**src/sv/bmp_pkg.sv**
```systemverilog
// Shared types and constants for the bounded message pool.
package bmp_pkg;

  localparam logic signed [31:0] ANY_QUEUE = -32'sd1;

  // One stored message
  typedef struct packed {
    logic [31:0]        id;
    logic signed [31:0] queue;
    logic [15:0]        payload;
  } entry_t;

  // Request actions
  typedef enum logic [1:0] {
    ACT_ADD   = 2'd0,
    ACT_CLEAR = 2'd1,
    ACT_EVICT = 2'd2,
    ACT_NONE  = 2'd3
  } action_t;

  // Reported event kinds
  typedef enum logic [1:0] {
    EV_NEW     = 2'd0,
    EV_CLEAR   = 2'd1,
    EV_EVICT   = 2'd2,
    EV_NOTHING = 2'd3
  } event_kind_t;

  // Command broadcast to every cell of the chain
  typedef enum logic [1:0] {
    CELL_HOLD   = 2'd0,
    CELL_REMOVE = 2'd1,
    CELL_APPEND = 2'd2,
    CELL_PUSH   = 2'd3
  } cell_cmd_t;

  typedef struct packed {
    cell_cmd_t          cmd;
    logic               use_id;
    logic [31:0]        key_id;
    logic signed [31:0] key_queue;
    entry_t             new_entry;
  } cell_ctl_t;

  // One result item
  typedef struct packed {
    event_kind_t        kind;
    logic [31:0]        id;
    logic signed [31:0] queue;
    logic [15:0]        payload;
    logic               dropped;
  } rsp_t;

  typedef enum logic [1:0] {
    ST_IDLE = 2'd0,
    ST_EXEC = 2'd1,
    ST_EMIT = 2'd2
  } state_t;

endpackage

```
**src/sv/bmp_req_if.sv**
```systemverilog
// Request channel: valid/ready handshake with the pool request fields.
interface bmp_req_if;
  logic               valid;
  logic               ready;
  logic [1:0]         action;
  logic [31:0]        msg_id;
  logic signed [31:0] queue_id;
  logic               text_empty;
  logic [15:0]        payload_handle;

  modport source (output valid, action, msg_id, queue_id, text_empty, payload_handle,
                  input ready);
  modport sink (input valid, action, msg_id, queue_id, text_empty, payload_handle,
                output ready);
endinterface

```
**src/sv/bmp_rsp_if.sv**
```systemverilog
// Result channel: valid/ready handshake with the pool event fields.
interface bmp_rsp_if;
  logic               valid;
  logic               ready;
  logic [1:0]         event_kind;
  logic [31:0]        out_msg_id;
  logic signed [31:0] out_queue_id;
  logic [15:0]        out_payload;
  logic               dropped_oldest;

  modport source (output valid, event_kind, out_msg_id, out_queue_id, out_payload,
                  dropped_oldest, input ready);
  modport sink (input valid, event_kind, out_msg_id, out_queue_id, out_payload,
                dropped_oldest, output ready);
endinterface

```
**src/sv/bmp_cell.sv**
```systemverilog
// One slot of the pool: holds an entry and shifts toward the oldest end.
module bmp_cell
  import bmp_pkg::*;
(
  input  logic      clk,
  input  logic      rst,
  input  cell_ctl_t ctl,
  input  logic      left_valid,
  input  logic      sel_in,
  input  entry_t    pick_in,
  input  logic      right_valid,
  input  entry_t    right_entry,
  output logic      sel_out,
  output entry_t    pick_out,
  output logic      valid,
  output entry_t    entry
);

  logic hit;
  logic load_right;
  logic load_new;

  // Key match against the stored entry
  always_comb begin
    hit = valid
          && (ctl.key_queue == ANY_QUEUE || ctl.key_queue == entry.queue)
          && (!ctl.use_id || ctl.key_id == entry.id);
    sel_out  = sel_in | hit;
    pick_out = (!sel_in && hit) ? entry : pick_in;
  end

  // Per-command load decisions
  always_comb begin
    load_right = 1'b0;
    load_new   = 1'b0;
    unique case (ctl.cmd)
      CELL_HOLD:   ;
      CELL_REMOVE: load_right = sel_out;
      CELL_PUSH:   load_right = 1'b1;
      CELL_APPEND: load_new   = left_valid && !valid;
      default:     ;
    endcase
  end

  always_ff @(posedge clk) begin
    if (rst) begin
      valid <= 1'b0;
    end else if (load_right) begin
      valid <= right_valid;
    end else if (load_new) begin
      valid <= 1'b1;
    end
  end

  always_ff @(posedge clk) begin
    if (load_right) begin
      entry <= right_entry;
    end else if (load_new) begin
      entry <= ctl.new_entry;
    end
  end

endmodule

```
**src/sv/bounded_message_pool.sv**
```systemverilog
// Bounded message pool top level: request decode, sequencer and the cell chain.
//
// Ordered pool of POOL_LIMIT+1 messages, oldest at cell 0. Requests enter on
// req (valid/ready); one result item per request leaves on rsp (valid/ready).
// Add appends an entry (dropping the oldest when full), clear removes every
// entry matching id and queue, evict removes and returns the oldest entry
// matching the queue. An add with empty text and a nonzero id is a clear.
//
// A request is taken only while the sequencer is idle. Each accepted request
// passes from idle to an execute state and then to an emit state; add, evict
// and the unused action execute once, while clear stays in execute as long as
// a matching entry remains, since the chain removes one matching entry per
// cycle as each cell pulls from its right-hand neighbor. The emit state loads
// the result item into the output register when that register is free.
// The result goes to an output register. A new request is accepted while it
// waits; if the receiver stalls, the next result waits in the sequencer until
// the output register frees, and no further request is taken meanwhile.
// Reset (synchronous, active high) empties the pool and drops any pending
// result; entry contents are not cleared, only the per-cell valid bits.
module bounded_message_pool
  import bmp_pkg::*;
#(
  parameter int POOL_LIMIT = 4
) (
  input logic     clk,
  input logic     rst,
  bmp_req_if.sink   req,
  bmp_rsp_if.source rsp
);

  localparam int DEPTH = POOL_LIMIT + 1;

  state_t    state, state_next;
  action_t   op, op_next;
  entry_t    key, key_next;
  rsp_t      res, res_next;
  rsp_t      out_data;
  logic      out_valid;
  logic      out_load;
  cell_ctl_t ctl;
  logic      full;

  logic   sel_w   [DEPTH+1];
  entry_t pick_w  [DEPTH+1];
  logic   valid_w [DEPTH];
  entry_t entry_w [DEPTH];

  assign full = valid_w[DEPTH-1];
  assign sel_w[0]  = 1'b0;
  assign pick_w[0] = '0;

  // Cell chain
  for (genvar i = 0; i < DEPTH; i++) begin : g_cell
    logic   lv;
    logic   rv;
    entry_t re;
    if (i == 0) begin : g_first
      assign lv = 1'b1;
    end else begin : g_mid
      assign lv = valid_w[i-1];
    end
    if (i == DEPTH - 1) begin : g_last
      assign rv = (ctl.cmd == CELL_PUSH);
      assign re = ctl.new_entry;
    end else begin : g_inner
      assign rv = valid_w[i+1];
      assign re = entry_w[i+1];
    end
    bmp_cell u_cell (
      .clk         (clk),
      .rst         (rst),
      .ctl         (ctl),
      .left_valid  (lv),
      .sel_in      (sel_w[i]),
      .pick_in     (pick_w[i]),
      .right_valid (rv),
      .right_entry (re),
      .sel_out     (sel_w[i+1]),
      .pick_out    (pick_w[i+1]),
      .valid       (valid_w[i]),
      .entry       (entry_w[i])
    );
  end

  assign req.ready = (state == ST_IDLE);
  assign out_load  = (state == ST_EMIT) && (!out_valid || rsp.ready);

  // Sequencer registers
  always_ff @(posedge clk) begin
    if (rst) begin
      state <= ST_IDLE;
    end else begin
      state <= state_next;
    end
  end

  always_ff @(posedge clk) begin
    op  <= op_next;
    key <= key_next;
    res <= res_next;
  end

  // Next state, cell command and result
  always_comb begin
    state_next = state;
    op_next    = op;
    key_next   = key;
    res_next   = res;
    ctl.cmd       = CELL_HOLD;
    ctl.use_id    = 1'b0;
    ctl.key_id    = key.id;
    ctl.key_queue = key.queue;
    ctl.new_entry = key;
    unique case (state)
      ST_IDLE: begin
        if (req.valid) begin
          key_next.id      = req.msg_id;
          key_next.queue   = req.queue_id;
          key_next.payload = req.payload_handle;
          op_next          = action_t'(req.action);
          // empty text with an id means clear
          if (req.action == ACT_ADD && req.text_empty && req.msg_id != 32'd0) begin
            op_next = ACT_CLEAR;
          end
          state_next = ST_EXEC;
        end
      end
      ST_EXEC: begin
        res_next   = '{kind: EV_NOTHING, id: '0, queue: '0, payload: '0, dropped: 1'b0};
        state_next = ST_EMIT;
        unique case (op)
          ACT_ADD: begin
            ctl.cmd       = full ? CELL_PUSH : CELL_APPEND;
            res_next.kind    = EV_NEW;
            res_next.queue   = key.queue;
            res_next.dropped = full;
          end
          ACT_CLEAR: begin
            // one matching entry leaves per cycle until none remain
            ctl.cmd    = CELL_REMOVE;
            ctl.use_id = 1'b1;
            if (sel_w[DEPTH]) begin
              state_next = ST_EXEC;
            end
            res_next.kind  = EV_CLEAR;
            res_next.id    = key.id;
            res_next.queue = key.queue;
          end
          ACT_EVICT: begin
            ctl.cmd = CELL_REMOVE;
            if (sel_w[DEPTH]) begin
              res_next.kind    = EV_EVICT;
              res_next.id      = pick_w[DEPTH].id;
              res_next.queue   = pick_w[DEPTH].queue;
              res_next.payload = pick_w[DEPTH].payload;
            end
          end
          ACT_NONE: ;
          default: ;
        endcase
      end
      ST_EMIT: begin
        if (out_load) begin
          state_next = ST_IDLE;
        end
      end
      default: state_next = ST_IDLE;
    endcase
  end

  // Output register
  always_ff @(posedge clk) begin
    if (rst) begin
      out_valid <= 1'b0;
    end else if (out_load) begin
      out_valid <= 1'b1;
    end else if (rsp.ready) begin
      out_valid <= 1'b0;
    end
  end

  always_ff @(posedge clk) begin
    if (out_load) begin
      out_data <= res;
    end
  end

  assign rsp.valid          = out_valid;
  assign rsp.event_kind     = out_data.kind;
  assign rsp.out_msg_id     = out_data.id;
  assign rsp.out_queue_id   = out_data.queue;
  assign rsp.out_payload    = out_data.payload;
  assign rsp.dropped_oldest = out_data.dropped;

endmodule
```
**src/flat_wrapper.sv**
```systemverilog
// flat-port wrapper written by rule: the top's interface ports become plain ports
module bounded_message_pool_flat import bmp_pkg::*;
#(
  parameter int POOL_LIMIT = 4
)
  (clk, rst, req_valid, req_action, req_msg_id, req_queue_id, req_text_empty, req_payload_handle, req_ready, rsp_valid, rsp_event_kind, rsp_out_msg_id, rsp_out_queue_id, rsp_out_payload, rsp_dropped_oldest, rsp_ready);
  bmp_req_if req_i ();
  bmp_rsp_if rsp_i ();
  input logic clk;
  input logic rst;
  input wire logic [$bits(req_i.valid)-1:0] req_valid;
  input wire logic [$bits(req_i.action)-1:0] req_action;
  input wire logic [$bits(req_i.msg_id)-1:0] req_msg_id;
  input wire logic [$bits(req_i.queue_id)-1:0] req_queue_id;
  input wire logic [$bits(req_i.text_empty)-1:0] req_text_empty;
  input wire logic [$bits(req_i.payload_handle)-1:0] req_payload_handle;
  output wire logic [$bits(req_i.ready)-1:0] req_ready;
  output wire logic [$bits(rsp_i.valid)-1:0] rsp_valid;
  output wire logic [$bits(rsp_i.event_kind)-1:0] rsp_event_kind;
  output wire logic [$bits(rsp_i.out_msg_id)-1:0] rsp_out_msg_id;
  output wire logic [$bits(rsp_i.out_queue_id)-1:0] rsp_out_queue_id;
  output wire logic [$bits(rsp_i.out_payload)-1:0] rsp_out_payload;
  output wire logic [$bits(rsp_i.dropped_oldest)-1:0] rsp_dropped_oldest;
  input wire logic [$bits(rsp_i.ready)-1:0] rsp_ready;
  assign req_i.valid = req_valid;
  assign req_i.action = req_action;
  assign req_i.msg_id = req_msg_id;
  assign req_i.queue_id = req_queue_id;
  assign req_i.text_empty = req_text_empty;
  assign req_i.payload_handle = req_payload_handle;
  assign req_ready = req_i.ready;
  assign rsp_valid = rsp_i.valid;
  assign rsp_event_kind = rsp_i.event_kind;
  assign rsp_out_msg_id = rsp_i.out_msg_id;
  assign rsp_out_queue_id = rsp_i.out_queue_id;
  assign rsp_out_payload = rsp_i.out_payload;
  assign rsp_dropped_oldest = rsp_i.dropped_oldest;
  assign rsp_i.ready = rsp_ready;
  bounded_message_pool #(.POOL_LIMIT(POOL_LIMIT)) u_core (.clk(clk), .rst(rst), .req(req_i), .rsp(rsp_i));
endmodule
```
**config.mk**
```make
export PLATFORM = sky130hd
export DESIGN_NAME = bounded_message_pool_flat
export DESIGN_NICKNAME = d
export VERILOG_FILES = /design/src/sv/bmp_pkg.sv /design/src/sv/bmp_req_if.sv /design/src/sv/bmp_rsp_if.sv /design/src/sv/bmp_cell.sv /design/src/sv/bounded_message_pool.sv /design/src/flat_wrapper.sv
export SDC_FILE = /design/constraint.sdc
export NUM_CORES = 1
export LEC_CHECK = 0
export BUFFER_PORTS_ARGS = -buffer_cell sky130_fd_sc_hd__buf_2
export CAP_MARGIN = 20
export CORE_UTILIZATION = 45
export DETAILED_ROUTE_END_ITERATION = 10
export GPL_TIMING_DRIVEN = 0
export HOLD_SLACK_MARGIN = 0.05
export PLACE_DENSITY = 0.6
export RECOVER_POWER = 25
export SYNTH_ARGS = -nofsm -noshare
export SYNTH_HDL_FRONTEND = slang
export SYNTH_HIERARCHICAL = 1
export SYNTH_SLANG_ARGS = --single-unit
```
**constraint.sdc**
```tcl
create_clock -name clk -period 17.26 [get_ports clk]
set_clock_uncertainty 0.15 [all_clocks]
set_input_delay 4.315 -clock clk [delete_from_list [all_inputs] [get_ports clk]]
set_output_delay 4.315 -clock clk [all_outputs]
set_load 0.1 [all_outputs]
```
## Yosys cells after proc, flatten, opt, wreduce, memory -nomap -nowiden

Cells that the tools add are included.

| storage, ports and cells | value |
|---|---|
| bits in registers | 656 |
| latch bits | 0 |
| bits in writable memories | 0 |
| bits in read-only memories | 0 |
| input port bits | 87 |
| output and inout bits | 85 |
| logic and storage cells | 168 |
| memories kept | 0 |

| operators by class | value |
|---|---|
| add/subtract/negate cells | 0 |
| multipliers | 0 |
| div/mod/pow operators | 0 |
| magnitude comparators | 0 |
| eq/ne operators | 20 |
| shift-type cells | 0 |
| mux-type cells | 50 |
| bitwise operators | 4 |
| reductions and logical operators | 58 |

Operators by type and width:

| kind | number |
|---|---|
| $mux W80 | 15 |
| $eq A32 B32 Y1 | 10 |
| $pmux W32 S2 | 2 |
| $mux W81 | 1 |
| $eq A32 B1 Y1 const B | 1 |
| $reduce_bool A32 Y1 | 1 |
| $logic_and A1 B1 Y1 | 21 |
| $mux W1 | 19 |
| $pmux W2 S3 | 2 |
| $reduce_bool A2 Y1 | 6 |
| $logic_not A1 Y1 | 11 |
| $logic_or A1 B1 Y1 | 11 |
| $pmux W1 S2 | 5 |
| $eq A2 B2 Y1 const B | 4 |
| $mux W2 | 4 |
| $eq A2 B1 Y1 const B | 3 |
| $logic_not A2 Y1 | 3 |
| $reduce_and A2 Y1 | 3 |
| $or A1 B1 Y1 | 4 |
| $pmux W2 S2 | 1 |
| $reduce_or A2 Y1 | 2 |
| $mux W3 | 1 |
| $ne A2 B1 Y1 const B | 1 |
| $ne A2 B2 Y1 const B | 1 |

## Longest topological paths before layout

| depth | value |
|---|---|
| depth in word-level cells | 15 |
| mapped depth | 17 |

## By module

Netlist, hierarchy kept.

Modules (own cells, without submodules):

| module | instances | cells an instance | area each (um^2) | seq. area each (um^2) |
|---|---|---|---|---|
| bmp_cell | 5 | 367 | 5622.9 | 2422.3 |
| bounded_message_pool | 1 | 466 | 9125.0 | 7507.2 |

## Worst setup path before layout

Ideal clock, no wire load.

| timing | value |
|---|---|
| kind | input-to-reg |
| start point | input rsp_ready |
| end point | register u_core.out_data, in the netlist u_core/rsp.dropped_oldest (enable) |
| library setup time | 535 ps |
| arrival | 8134 ps |
| setup slack | 8441 ps |
| cell stages on the path | 2 |
| path buffers | 0 |
| cell sequence | nand2b_1 > nor2b_1 |

| on the way | value |
|---|---|
| longest elaborated chain between the ends | 2 |

Ends and longest elaborated chain:

| item | line | source |
|---|---|---|
| start: declaration | flat_wrapper.sv:24 | `input wire logic [$bits(rsp_i.ready)-1:0] rsp_ready;` |
| $logic_or A1 B1 Y1 | bounded_message_pool.sv:86 | `assign out_load = (state == ST_EMIT) && (!out_valid \|\| rsp.ready);` |
| $logic_and A1 B1 Y1 | bounded_message_pool.sv:86 |  |
| named net u_core.out_load | bounded_message_pool.sv:39 | `logic out_load;` |
| end signal: assignment | bounded_message_pool.sv:184 | `out_data <= res;` |
| end: declaration | bounded_message_pool.sv:37 | `rsp_t out_data;` |

The timed path passes the listed nets, and every way through them passes these cells.
A chain may end at the register's enable or synchronous reset.

==> results.yml <==
placed_design:
  dpl.hpwl_mm: 72.2
  io_buffers: 171
  dp_slack_ps: 11110
  dp_cells: 3649
  gp_congestion: 0.884
setup_path:
  critPathLaunchType: "flip-flop"
  worstSetupPathType: "reg -> reg"
  rr_endpoint: "u_core/g_cell[4].u_cell/entry[22]"
  endpoint_kind: "flip-flop"
  reg2reg_slack_ps: 8670
  rr_startpoint: "u_core/state[1]"
  cp_max_fo: 47
  worst_r2r_path_depth: 17
  critical_path_required_ps: 17480
  worst-endpoint-arrival_ps: 8820
synthesis:
  ys_seq_elements: 656
  yosysTopAreaCell: "edfxtp_1"
  netlist.area_leader.share_pct: 52.3
  synth_area_leaders: "edfxtp_1 (52%), mux2_4 (16%), mux2_2 (12%), xor2_1 (7.5%), buf_12 (2.4%)"
  avgSynthCellArea_um2: 16.2
  synth-seq-area-share_pct: 52.7
  synthAdderAreaFrac_pct: 0.202
  syn_inst: 2301
  yosysMostFrequentCell: "edfxtp_1"
  synth_xor_xnor_area_share_pct: 7.53
  synth_top_family_by_area: "multiplexers"
  async_flop_share_pct: 0
  netlist_area_um2: 37200
  synth_cell_type_count: 39
  synth-warning-count: 6
  synth_compound_area_share_pct: 2.19
  synthFlopType: "edfxtp_1"
  synth_edf_count: 648
  synthSimpleGateAreaFrac_pct: 4.85
  synth.area.mux_share_pct: 28.4
  yosys-top-cells-count: "edfxtp_1 (648), mux2_2 (405), mux2_4 (400), xor2_1 (320), nor4_1 (98)"
cts:
  clk-insertion-delay-late_ps: 630
  cts_resized: 0
  cts_made_buffers: 76
  cts.path.max_buffers: 3
  cts_sinks: 656
  cts_root_buffer: "clkbuf_16"
  cts_tree: "built"
  cts_max_level: 3
  post_cts_buffers: 0
  path_clk_slew_ps: 60
  cts_hold_buf: 0
pwr:
  ir_drop_mv: 0.0685
  p_total_mw: 3.83
  combPwrFrac_pct: 10.2
  clockPowerShare_pct: 40.3
  leakage_nw: 16.4
  powerDensity_nw_per_um2: 90.1
  p_switching_mw: 0.937
  p_int_mw: 2.90
  swShare_pct: 24.4
  seqPwrFrac_pct: 49.4
timing:
  rsz0062_at_grt: "no"
  finalWorstSetupSlack_ps: 8670
  fmax_mhz: 116
  hold_ws_ps: 267
  maxSlewHeadroom_pct: -120
  maxSlewViolCount: 90
  tns_ps: 0
  hold_viol_final: 0
  fin_crit_ps: 8590
  fin_crit_sh_pct: 49.8
  tightest_slew_ps: 3290
  setup_viol: 0
route:
  first_pass_iters: 10
  num_vias: 21000
  drt_wl_total_mm: 104
  wl_per_cell_um: 27.3
  drt_iter0_drc: 1360
  viasPerCell: 5.54
  drc: 4
  drtAntennaViolNets: 0
floorplan:
  initial_core_util_pct: 45.4
  core.rowCount: 105
  io_pins: 172
  die-area_um2: 83900
  die_y_um: 290
  coreArea_um2: 82000
  die_width_um: 290
grt:
  grt_max_degree: 48
  grt.overflow.total: 0
  grt_pass1_wl_mm: 148
  antenna_found_initial: 2
  grt_usage_pct: 24.5
  grt_pass1_vias: 21700
layout:
  layout.cells.non_filler: 3790
  syn_to_final_growth_pct: 14.3
  num-fill-cells: 6935
  nNetsFinal: 2750
  drive_gt1_share_pct: 45.5
worst_hold_path:
  holdPathStages: 0
  whs_endpoint: "u_core/rsp.out_payload[5]"
  holdCritStartpoint: "u_core/res[6]"
  min_path_type: "reg -> reg"
job:
  max_cap_violations: 2
status:
  violations: "design-rule violations, max-capacitance violations, max-slew violations"
  status: "finished, violations left"
==> sequential cells by signal, indices dropped and copies added, names as in the netlist, 2 cells and up <==
signal,count
u_core/rsp.out_payload,16
u_core/ctl,80
u_core/rsp.out_msg_id,32
u_core/rsp.event_kind,2
u_core/rsp.out_queue_id,32
u_core/state,2
u_core/g_cell.u_cell/valid,5
u_core/op,2
u_core/g_cell.u_cell/entry,400
u_core/res,83
==> cell usage in the layout, fill, tap and decap left out, drive strengths merged, types with 8 or more instances in the layout <==
cell	n
and3	16
a22oi	63
dfxtp	8
mux2	805
o21ai	13
nor4	98
conb	85
a21oi	8
nor2b	39
buf	258
clkbuf	149
nor2	46
nand4	62
xor2	320
clkinv	30
edfxtp	648
nand2	12
==> per-layer routing <==
| metal | routed length, um | track usage [%] | part of all wire, % | up-vias |
|---|---|---|---|---|
| li1 | - | - | - | 9533 |
| met1 | 44700 | 31.8 | 43 | 10700 |
| met2 | 50900 | 41.8 | 49 | 561 |
| met3 | 3900 | 2.89 | 3.8 | 181 |
| met4 | 4010 | 9.40 | 3.9 | 2 |
| met5 | 10 | 0 | 0.0097 | - |
==> worst max path at each step <==
stage / from / slack [ps] / end
finish: u_core/state[1] / 8670 / u_core/g_cell[4].u_cell/entry[22]
global route: u_core/state[1] / 8150 / u_core/g_cell[4].u_cell/entry[22]
CTS: u_core/state[1] / 11190 / req_ready
detailed placement: rsp_ready / 11110 / u_core/rsp.out_queue_id[9]
global placement: u_core/state[1] / 4010 / u_core/g_cell[2].u_cell/entry[28]
floorplan: rsp_ready / 8440 / u_core/rsp.dropped_oldest
==> area by class of cell <==
| type | instances | area (um2) | share of cell area [%] |
|---|---|---|---|
| sequential | 656 | 19600 | 46.1 |
| multi-input combinational | 1611 | 16500 | 38.6 |
| clock buffer | 98 | 2060 | 4.83 |
| buffer | 114 | 1430 | 3.36 |
| timing repair buffer | 195 | 1360 | 3.19 |
| tap | 1070 | 1340 | 3.14 |
| clock inverter | 42 | 304 | 0.714 |
| inverter | 3 | 11.3 | 0.0265 |
| antenna | 1 | 2.50 | 0.00588 |
==> power by group through the flow <==
stage	clock network (mW)	registers [mW]	logic, mW
2_1_floorplan	0	1.94	0.247
3_3_place_gp	0	1.94	0.377
3_5_place_dp	0	1.93	0.394
4_1_cts	1.59	1.89	0.397
5_1_grt	1.65	1.90	0.414
6_report	1.55	1.89	0.393
==> worst max-delay path: stages (launching register included) <==
cell,delay (ps)
dfxtp_1,320
and2b_1,1510
clkbuf_1,2410
and2_0,670
o21ai_0,300
nand3_1,200
or2b_1,270
or2b_1,260
or2b_1,250
or2b_1,250
nor2_1,100
a21boi_0,100
buf_4,250
buf_6,210
o21bai_4,370
buf_12,270
buf_12,180
buf_16,180
==> through the flow <==
step / util [%] / area (um2)
detailed placement: 49.2 / 40400
finish: 51.9 / 42600
floorplan: - / 37600
global placement: 48.5 / 39700
global route: 51.9 / 42600
CTS: 52.1 / 42700
==> cell families (layout without fill, tap and decap cells) <==
kind of cell,Yosys count,after routing
mux,805,805
flops,656,656
xor+xnor,320,320
simple gates,300,300
buf+inv,117,452
compound gates,95,95
fa+ha+maj,6,6
other cells,2,86
(Power assumes the default switching activity.)
